===== src/rtl/skt_pkg.sv =====
// Shared types and codes for the sorted key table unit.
// No dependencies.
`timescale 1ns / 1ps

package skt_pkg;

   localparam int KEY_W = 24;

   typedef logic [KEY_W-1:0] key_type;

   localparam logic [1:0] ST_FOUND    = 2'd0;
   localparam logic [1:0] ST_INSERTED = 2'd1;
   localparam logic [1:0] ST_ABSENT   = 2'd2;
   localparam logic [1:0] ST_FULL     = 2'd3;

   localparam logic ACT_LOOKUP = 1'b0;
   localparam logic ACT_INSERT = 1'b1;

   typedef struct packed {
      logic    cmp_en;
      logic    ins_en;
      key_type probe;
   } cell_ctl_type;

endpackage


===== src/rtl/skt_ifaces.sv =====
// Valid/ready channel interfaces for request and response items.
// No dependencies.
`timescale 1ns / 1ps

interface skt_req_if;
   logic        valid;
   logic        ready;
   logic        action;
   logic [7:0]  res_type;
   logic [15:0] res_id;

   modport source (output valid, action, res_type, res_id, input ready);
   modport sink   (input valid, action, res_type, res_id, output ready);
endinterface

interface skt_rsp_if;
   logic       valid;
   logic       ready;
   logic [1:0] status;
   logic [5:0] slot;

   modport source (output valid, status, slot, input ready);
   modport sink   (input valid, status, slot, output ready);
endinterface


===== src/rtl/skt_cell.sv =====
// One slot of the sorted key chain: holds a key, compares it with the probe,
// and on insert loads the probe or left neighbor's key. Depends on skt_pkg.
`timescale 1ns / 1ps

module skt_cell #(
   parameter int CW  = 7,
   parameter int IDX = 0
) (
   input  logic                  clock,
   input  skt_pkg::cell_ctl_type ctl,
   input  logic [CW-1:0]         count,
   input  skt_pkg::key_type      left_key,
   input  logic                  left_lt,
   output skt_pkg::key_type      key,
   output logic                  lt,
   output logic                  eq
);
   import skt_pkg::*;

   localparam logic [CW-1:0] IDX_C = CW'(IDX);

   key_type key_ff, key_in;
   logic    lt_ff, lt_in;
   logic    eq_ff, eq_in;
   logic    occ;
   logic    upto;
   logic    boundary;

   assign occ      = IDX_C < count;
   assign upto     = IDX_C <= count;
   assign boundary = !lt_ff && left_lt;

   always_comb begin
      key_in = key_ff;
      lt_in  = lt_ff;
      eq_in  = eq_ff;
      if (ctl.cmp_en) begin
         lt_in = occ && (key_ff < ctl.probe);
         eq_in = occ && (key_ff == ctl.probe);
      end
      if (ctl.ins_en) begin
         if (boundary) begin
            key_in = ctl.probe;
         end else if (!lt_ff && upto) begin
            key_in = left_key;
         end
      end
   end

   always_ff @(posedge clock) begin
      key_ff <= key_in;
      lt_ff  <= lt_in;
      eq_ff  <= eq_in;
   end

   assign key = key_ff;
   assign lt  = lt_ff;
   assign eq  = eq_ff;

endmodule


===== src/rtl/sorted_key_table_lookup_insert_unit.sv =====
// Top level of the sorted key table: control, entry count and the cell chain.
// Depends on skt_pkg, skt_ifaces and skt_cell.
//
//   channel  dir  payload                       handshake
//   req_ch   in   action, res_type, res_id      valid/ready
//   rsp_ch   out  status, slot                  valid/ready
//
// A request is accepted, all cells compare it with their keys in the next
// cycle, and in the update step that follows the result is registered and an
// insert shifts the chain by one cell. A new request is taken during the
// update step, so compare and update passes over the cells alternate.
// Reset clears the entry count and control; cell keys are not cleared.
// A held response stalls the update step and with it the next request.
`timescale 1ns / 1ps

module sorted_key_table_lookup_insert_unit #(
   parameter int CAPACITY = 64
) (
   input logic       clock,
   input logic       reset,
   skt_req_if.sink   req_ch,
   skt_rsp_if.source rsp_ch
);
   import skt_pkg::*;

   localparam int CW = $clog2(CAPACITY + 1);
   localparam int SW = $clog2(CAPACITY);
   localparam int EW = (SW > 6) ? SW : 6;
   localparam logic [CW-1:0] CAP_C = CW'(CAPACITY);

   typedef enum logic [1:0] {S_IDLE, S_CMP, S_UPD} state_type;

   state_type    state_ff;
   logic [CW-1:0] count_ff;
   logic         action_ff;
   key_type      probe_ff;
   logic         rsp_valid_ff;
   logic [1:0]   status_ff;
   logic [5:0]   slot_ff;

   cell_ctl_type ctl;
   key_type      cell_key [CAPACITY];
   logic [CAPACITY-1:0] cell_lt;
   logic [CAPACITY-1:0] cell_eq;
   logic [CAPACITY-1:0] boundary;
   logic [CAPACITY-1:0] hit;
   logic [EW-1:0] enc;
   logic         out_free;
   logic         upd_go;
   logic         accept;
   logic         found;
   logic         full;

   assign out_free = !rsp_valid_ff || rsp_ch.ready;
   assign upd_go   = (state_ff == S_UPD) && out_free;
   assign req_ch.ready = (state_ff == S_IDLE) || upd_go;
   assign accept   = req_ch.valid && req_ch.ready;
   assign found    = |cell_eq;
   assign full     = (count_ff == CAP_C);

   assign ctl.cmp_en = (state_ff == S_CMP);
   assign ctl.ins_en = upd_go && !found && (action_ff == ACT_INSERT) && !full;
   assign ctl.probe  = probe_ff;

   for (genvar i = 0; i < CAPACITY; i++) begin : g_cell
      key_type left_key;
      logic    left_lt;
      if (i == 0) begin : g_first
         assign left_key = '0;
         assign left_lt  = 1'b1;
      end else begin : g_rest
         assign left_key = cell_key[i-1];
         assign left_lt  = cell_lt[i-1];
      end
      assign boundary[i] = !cell_lt[i] && left_lt;

      skt_cell #(.CW(CW), .IDX(i)) u_cell (
         .clock    (clock),
         .ctl      (ctl),
         .count    (count_ff),
         .left_key (left_key),
         .left_lt  (left_lt),
         .key      (cell_key[i]),
         .lt       (cell_lt[i]),
         .eq       (cell_eq[i])
      );
   end

   assign hit = found ? cell_eq : boundary;

   always_comb begin
      enc = '0;
      for (int i = 0; i < CAPACITY; i++) begin
         if (hit[i]) begin
            enc = enc | EW'(i);
         end
      end
   end

   always_ff @(posedge clock) begin
      if (reset) begin
         state_ff     <= S_IDLE;
         count_ff     <= '0;
         rsp_valid_ff <= 1'b0;
      end else begin
         if (rsp_ch.ready) begin
            rsp_valid_ff <= 1'b0;
         end
         unique case (state_ff)
            S_IDLE: begin
               if (accept) begin
                  state_ff <= S_CMP;
               end
            end
            S_CMP: begin
               state_ff <= S_UPD;
            end
            S_UPD: begin
               if (upd_go) begin
                  rsp_valid_ff <= 1'b1;
                  state_ff     <= accept ? S_CMP : S_IDLE;
                  if (ctl.ins_en) begin
                     count_ff <= count_ff + CW'(1);
                  end
               end
            end
            default: state_ff <= S_IDLE;
         endcase
      end
   end

   always_ff @(posedge clock) begin
      if (accept) begin
         action_ff <= req_ch.action;
         probe_ff  <= {req_ch.res_type, req_ch.res_id};
      end
      if (upd_go) begin
         if (found) begin
            status_ff <= ST_FOUND;
            slot_ff   <= enc[5:0];
         end else if (action_ff == ACT_LOOKUP) begin
            status_ff <= ST_ABSENT;
            slot_ff   <= '0;
         end else if (full) begin
            status_ff <= ST_FULL;
            slot_ff   <= '0;
         end else begin
            status_ff <= ST_INSERTED;
            slot_ff   <= enc[5:0];
         end
      end
   end

   assign rsp_ch.valid  = rsp_valid_ff;
   assign rsp_ch.status = status_ff;
   assign rsp_ch.slot   = slot_ff;

endmodule


===== src/flat_wrapper.sv =====
// flat-port wrapper written by rule: the top's interface ports become plain ports
module sorted_key_table_lookup_insert_unit_flat import skt_pkg::*;
#(
   parameter int CAPACITY = 64
)
  (clock, reset, req_ch_valid, req_ch_action, req_ch_res_type, req_ch_res_id, req_ch_ready, rsp_ch_valid, rsp_ch_status, rsp_ch_slot, rsp_ch_ready);
  skt_req_if req_ch_i ();
  skt_rsp_if rsp_ch_i ();
  input logic clock;
  input logic reset;
  input wire logic [$bits(req_ch_i.valid)-1:0] req_ch_valid;
  input wire logic [$bits(req_ch_i.action)-1:0] req_ch_action;
  input wire logic [$bits(req_ch_i.res_type)-1:0] req_ch_res_type;
  input wire logic [$bits(req_ch_i.res_id)-1:0] req_ch_res_id;
  output wire logic [$bits(req_ch_i.ready)-1:0] req_ch_ready;
  output wire logic [$bits(rsp_ch_i.valid)-1:0] rsp_ch_valid;
  output wire logic [$bits(rsp_ch_i.status)-1:0] rsp_ch_status;
  output wire logic [$bits(rsp_ch_i.slot)-1:0] rsp_ch_slot;
  input wire logic [$bits(rsp_ch_i.ready)-1:0] rsp_ch_ready;
  assign req_ch_i.valid = req_ch_valid;
  assign req_ch_i.action = req_ch_action;
  assign req_ch_i.res_type = req_ch_res_type;
  assign req_ch_i.res_id = req_ch_res_id;
  assign req_ch_ready = req_ch_i.ready;
  assign rsp_ch_valid = rsp_ch_i.valid;
  assign rsp_ch_status = rsp_ch_i.status;
  assign rsp_ch_slot = rsp_ch_i.slot;
  assign rsp_ch_i.ready = rsp_ch_ready;
  sorted_key_table_lookup_insert_unit #(.CAPACITY(CAPACITY)) u_core (.clock(clock), .reset(reset), .req_ch(req_ch_i), .rsp_ch(rsp_ch_i));
endmodule

===== config.mk =====
export PLATFORM = sky130hd
export DESIGN_NAME = sorted_key_table_lookup_insert_unit_flat
export DESIGN_NICKNAME = d
export VERILOG_FILES = /design/src/rtl/skt_pkg.sv /design/src/rtl/skt_ifaces.sv /design/src/rtl/skt_cell.sv /design/src/rtl/sorted_key_table_lookup_insert_unit.sv /design/src/flat_wrapper.sv
export SDC_FILE = /design/constraint.sdc
export NUM_CORES = 2
export LEC_CHECK = 0
export BUFFER_PORTS_ARGS = -buffer_cell sky130_fd_sc_hd__buf_2
export CAP_MARGIN = 0
export CORE_ASPECT_RATIO = 1.5
export CORE_MARGIN = 2
export CORE_UTILIZATION = 62
export CTS_BUF_LIST = sky130_fd_sc_hd__clkbuf_2 sky130_fd_sc_hd__clkbuf_4 sky130_fd_sc_hd__clkbuf_8
export CTS_CLUSTER_DIAMETER = 120
export DETAILED_ROUTE_END_ITERATION = 12
export PLACE_DENSITY = 0.78
export SLEW_MARGIN = 20
export SYNTH_ARGS = -nofsm -noshare
export SYNTH_HDL_FRONTEND = slang
export SYNTH_SLANG_ARGS = --single-unit

===== constraint.sdc =====
create_clock -name clock -period 11.2 [get_ports clock]
set_input_delay 1.12 -clock clock [delete_from_list [all_inputs] [get_ports clock]]
set_output_delay 1.12 -clock clock [all_outputs]
set_load 0.005 [all_outputs]

* Word-level counts from Yosys, hierarchy flattened *
Cells that the tools add are included.

cells by class
  magnitude comparators = 192
  equal/unequal tests = 133
  muxes and demuxes = 427
  $add $sub $neg = 1
  reduce and logical (&&, ||, !) cells = 400

operator list
  cell                                                                  number
  24-bit 2-to-1 mux                                                     320
  24-bit == test                                                        64
  24-bit < comparator                                                   64
  1-bit logical AND                                                     260
  6-bit 2-to-1 mux                                                      41
  6-bit by 7-bit <= comparator with 1-bit output, first input constant  32
  6-bit by 7-bit < comparator with 1-bit output, first input constant   32
  3-bit inequality test, second input constant                          64
  2-bit AND reduction                                                   65
  5-bit by 7-bit <= comparator with 1-bit output, first input constant  16
  5-bit by 7-bit < comparator with 1-bit output, first input constant   16
  5-bit 2-to-1 mux                                                      16
  1-bit zero test                                                       67
  64-bit 2-to-1 mux                                                     1
  64-bit OR reduction                                                   1
  7-bit 2-to-1 mux                                                      9
  4-bit by 7-bit <= comparator with 1-bit output, first input constant  8
  4-bit by 7-bit < comparator with 1-bit output, first input constant   8
  2-bit 2-to-1 mux                                                      18
  4-bit 2-to-1 mux                                                      8
  3-bit by 7-bit <= comparator with 1-bit output, first input constant  4
  3-bit by 7-bit < comparator with 1-bit output, first input constant   4
  1-bit by 7-bit <= comparator with 1-bit output, first input constant  2
  2-bit by 7-bit <= comparator with 1-bit output, first input constant  2
  14 further kinds                                                      31

word-level totals
  logic and storage cells = 1352
  output and inout port bits = 10
  register bits after elaboration = 1707
  input port bits = 29

* Depth between registers and ports, before layout *
  depth in word-level cells = 75
  depth in mapped cells = 10
  mapped depth without buffers = 9

* Worst setup path before layout *
OpenSTA, ideal clock, no wires.

  path type = register to register
  start = reg u_core.state_ff[0]
  end = reg u_core.state_ff[1]
  period minus slack after synthesis = 6690 ps
  setup time = 65 ps
  setup slack = 4510 ps
  buffers on the path = 0
  arrival time = 6625 ps
  required time = 11135 ps
  stages on the path, launching flop included = 4
  cell sequence = dfxtp_1 nor2b_1 o21ba_2 nor2_1

on the way
  cells in the longest elaborated chain, start to end = 6
  elaborated cells on any way between the ends = 11
  classes of those cells = eq/ne: 4; mux: 2; reduce/logical: 5

ends and longest elaborated chain
  element                                                            line                                                                                   text
  start, declared                                                    sorted_key_table_lookup_insert_unit.sv:33                                              state_type state_ff;
  start signal, assigned                                             sorted_key_table_lookup_insert_unit.sv:121                                             state_ff <= accept ? S_CMP : S_IDLE;
  2-bit == test                                                      sorted_key_table_lookup_insert_unit.sv:55, sorted_key_table_lookup_insert_unit.sv:109
  1-bit logical AND                                                  sorted_key_table_lookup_insert_unit.sv:55                                              assign upd_go = (state_ff == S_UPD) && out_free;
  1-bit logical OR                                                   sorted_key_table_lookup_insert_unit.sv:56                                              assign req_ch.ready = (state_ff == S_IDLE) || upd_go;
  1-bit logical AND                                                  sorted_key_table_lookup_insert_unit.sv:57                                              assign accept = req_ch.valid && req_ch.ready;
  3-bit by 2-bit inequality test with 1-bit output (no source line)  -
  2-bit AND reduction (no source line)                               -

Parallel ways exist; a longest one is shown, timed or not. The select of a mux whose other input is x is not followed.
A chain may end at the register's enable or synchronous reset.

* Worst setup path in the final report *
  start = reg u_core.g_cell[49].u_cell.eq_ff
  end = reg u_core.g_cell[13].u_cell.key_ff[15], enable pin

on the way
  cells in the longest elaborated chain, start to end = 7

ends and longest elaborated chain
  element                                 line                                       text
  start, declared                         skt_cell.sv:24                             logic eq_ff, eq_in;
  start signal, assigned                  skt_cell.sv:53                             eq_ff <= eq_in;
  64-bit OR reduction *                   sorted_key_table_lookup_insert_unit.sv:58  assign found = |cell_eq;
  1-bit zero test *                       sorted_key_table_lookup_insert_unit.sv:62  assign ctl.ins_en = upd_go && !found && (action_ff == ACT_INSERT) && !full;
  1-bit logical AND * (3 in a row)        sorted_key_table_lookup_insert_unit.sv:62
  3-bit inequality test (no source line)  -
  2-bit AND reduction (no source line) *  -
  end signal, assigned                    skt_cell.sv:51                             key_ff <= key_in;
  end, declared                           skt_cell.sv:22                             key_type key_ff, key_in;

Mark *: on every way between the ends. The rest lies on a longest branch, timed or not.

==> impl_metrics.tcl <==
set metrics [dict create \
    rows 183 \
    dieHeight_um 503 \
    yosysSeqAreaShare 0.497 \
    post_cts_buffers 0 \
    power_density_nw_per_um2 120 \
    dieArea_um2 169000 \
    cp_max_fo 16 \
    drt-total-wl_um 313000 \
    reg2reg_slack_ps 6390 \
    relSlewSlack 0.159 \
    crit_path_max_incr_delay_ps 810 \
    synth_mux_area_frac 0.00950 \
    synth_top_family_by_area "adder cells" \
    tritoncts "done" \
    clk_latency_ps 1110 \
    path_cells "or4_1 > or4_4 > nor4_4 > nand4_4 > buf_4 > buf_4 > nor3_2 > buf_4" \
    htreeDepth 5 \
    cp.required_ps 11910 \
    grt_usage 0.367 \
    synth_edf_count 1697 \
    final_cell_mix "edfxtp_1 (1,697), o21ai_0 (1,643), nand2_1 (1,614)" \
    fp.dieW_um 337 \
    routed_via_density 6.70 \
    ys_types 64 \
    cts_resized 0 \
    drv_cap 0 \
    post-route-drc-count 0 \
    synth-adder-area-share 0.187 \
    start_util 0.622 \
    antenna_found_initial 27 \
    post_dp_cell_area_um2 106000 \
    crit_top_cell "buf_4" \
    io_buffers 38 \
    io_pins 39 \
    syn-num-nets 11200 \
    ys_ff_latch 1707 \
    fillers 12300 \
    cp-start-kind "flip-flop" \
    hold_buffers 0 \
    grt_max_degree 117 \
    synth-xor-area-share 0.000255 \
    core_um2 165000 \
    final_common_cell "edfxtp_1" \
    nNetsFinal 11200 \
    finalSetupTns_ps 0 \
    outcome "finished clean" \
    min_path_type "input port to flip-flop" \
    cts_root_buffer "clkbuf_8" \
    grt_pass1_vias 81200 \
    min_period_ps 4810 \
    syn_to_final_growth_pct 8.61 \
    crit_arrival_ps 5520 \
    vdd_drop_max_uv 146 \
    overflow 0 \
    leakage_nw 45.4 \
    synthSimpleGateAreaFrac 0.129 \
    critPathTopFamily "simple AND/OR/NAND/NOR gates" \
    setup_viol 0 \
    synth_compound_area_frac 0.154 \
    drive_above_1_share 0.0907 \
    finalCritPeriodShare 0.429 \
    clk_pin_slew_ps 60 \
    worst_pin_slew_ps 1250 \
    yosysWarnings 0 \
    slew_violations 0 \
    place_congestion 1.01 \
    clk_path_buf_depth 4 \
    drtAntennaViolNets 0 \
    syn_area_um2 103000 \
    grt_pass1_wl_um 468000 \
    wl_per_cell_um 25.9 \
    fin_skew_ps 99.4 \
    critPathSlowestCell "nor3_2" \
    syn_area_per_cell_um2 10.7 \
    clock-sinks 1707 \
    max_freq_ghz 0.208 \
    synth_flop_cell "edfxtp_1" \
    rsz0062_at_grt "false" \
    syn_inst 9622 \
    fin_area_um2 112000 \
    place_hpwl_um 222000 \
    crit_path_end_kind "flip-flop" \
    numCtsBuffers 283 \
    num_vias 81000 \
    ys_async_sr_fraction 0 \
    hold_violations 0 \
    drt_iter0_markers 7638 \
    crit_type "flip-flop to flip-flop" \
    first_pass_iters 6 \
    worst-path-buf-inv 3 \
]
-- final cells by class --
class / count / area (um2) / area share
clock inverter: 108 / 577 / 0.00516
antenna: 12 / 30.0 / 0.000269
clock buffer: 364 / 4550 / 0.0407
timing repair buffer: 253 / 2000 / 0.0179
inverter: 111 / 517 / 0.00462
multi-input combinational: 7309 / 50100 / 0.449
tap: 2220 / 2780 / 0.0249
sequential: 1707 / 51200 / 0.458
-- synthesized netlist by cell type (all sizes together), types with 21 or more instances --
cell type  count  area, um2
a21oi        402       2010
buf           30        135
nor3         150        756
and4          23        201
o21ai       1643       8220
a31oi         21        131
edfxtp      1697      51000
o211ai        39        293
or3           29        181
inv           88        330
a2111oi       30        263
clkinv        23       86.3
nand4        277       1740
a21o         331       2480
and3          25        156
mux2          85        957
nor4          75        484
a211oi        81        613
o21a         131        983
nor2b        178       1110
clkbuf       465       1750
nand3        124        621
nor2         251        942
ha          1540      19300
nand2       1614       6060
nand2b       103        644
-- power by group --
group | internal (mW) | switching (mW) | total [mW]
clock | 2.72 | 2.60 | 5.31
sequential | 6.98 | 0.0241 | 7.01
combinational | 0.367 | 0.737 | 1.10
-- metal layers --
metal	vias to the layer above	wire, um	global-route usage
met5	-	206	0
met4	30	29100	0.301
met3	1498	24900	0.0802
met2	4062	153000	0.629
met1	39100	106000	0.387
li1	36300	-	-
-- state kept, by name, summed over array words and instances (netlist names), 2 cells and up --
register and count:
u_core.state_ff 2, u_core.g_cell.u_cell.lt 64, u_core.count_ff 7, u_core.probe_ff 24, u_core.g_cell.u_cell.eq 64, u_core.g_cell.u_cell.key 1536
u_core.rsp_ch.status 2, u_core.rsp_ch.slot 6
-- stage by stage --
step	util	power (mW)	cells	setup slack [ps]	hold slack (ps)
after floorplan	-	7.84	9622	4510	512
after global placement	0.643	8.15	11600	6590	537
after detailed placement	0.643	8.22	11600	6500	544
after CTS	0.674	13.4	12000	6450	142
after global routing	0.676	13.8	12100	6320	173
final	0.676	13.4	12100	6390	192
-- final timing paths --
check,endpoint,from,cells after the start
worst max-delay path,u_core.g_cell[13].u_cell.key[15]$_DFFE_PP_,u_core.g_cell[49].u_cell.eq$_DFFE_PN_,8
worst min-delay path,u_core.probe_ff[13]$_DFFE_PP_,req_ch_res_id[13],1
worst max register to register,u_core.g_cell[13].u_cell.key[15]$_DFFE_PP_,u_core.g_cell[49].u_cell.eq$_DFFE_PN_,8
worst min register to register,u_core.g_cell[29].u_cell.key[16]$_DFFE_PP_,u_core.g_cell[28].u_cell.key[16]$_DFFE_PP_,2
-- logic make-up (layout without fill, tap and decap cells) --
kind of cell / count (synthesis) / in the layout
flops: 1707 / 1707
simple gates: 2903 / 2903
fa+ha+maj: 1540 / 1540
buf+inv: 606 / 836
xor+xnor: 3 / 3
other cells: 0 / 12
mux: 87 / 87
compound gates: 2776 / 2776
(Power assumes the default switching activity.)
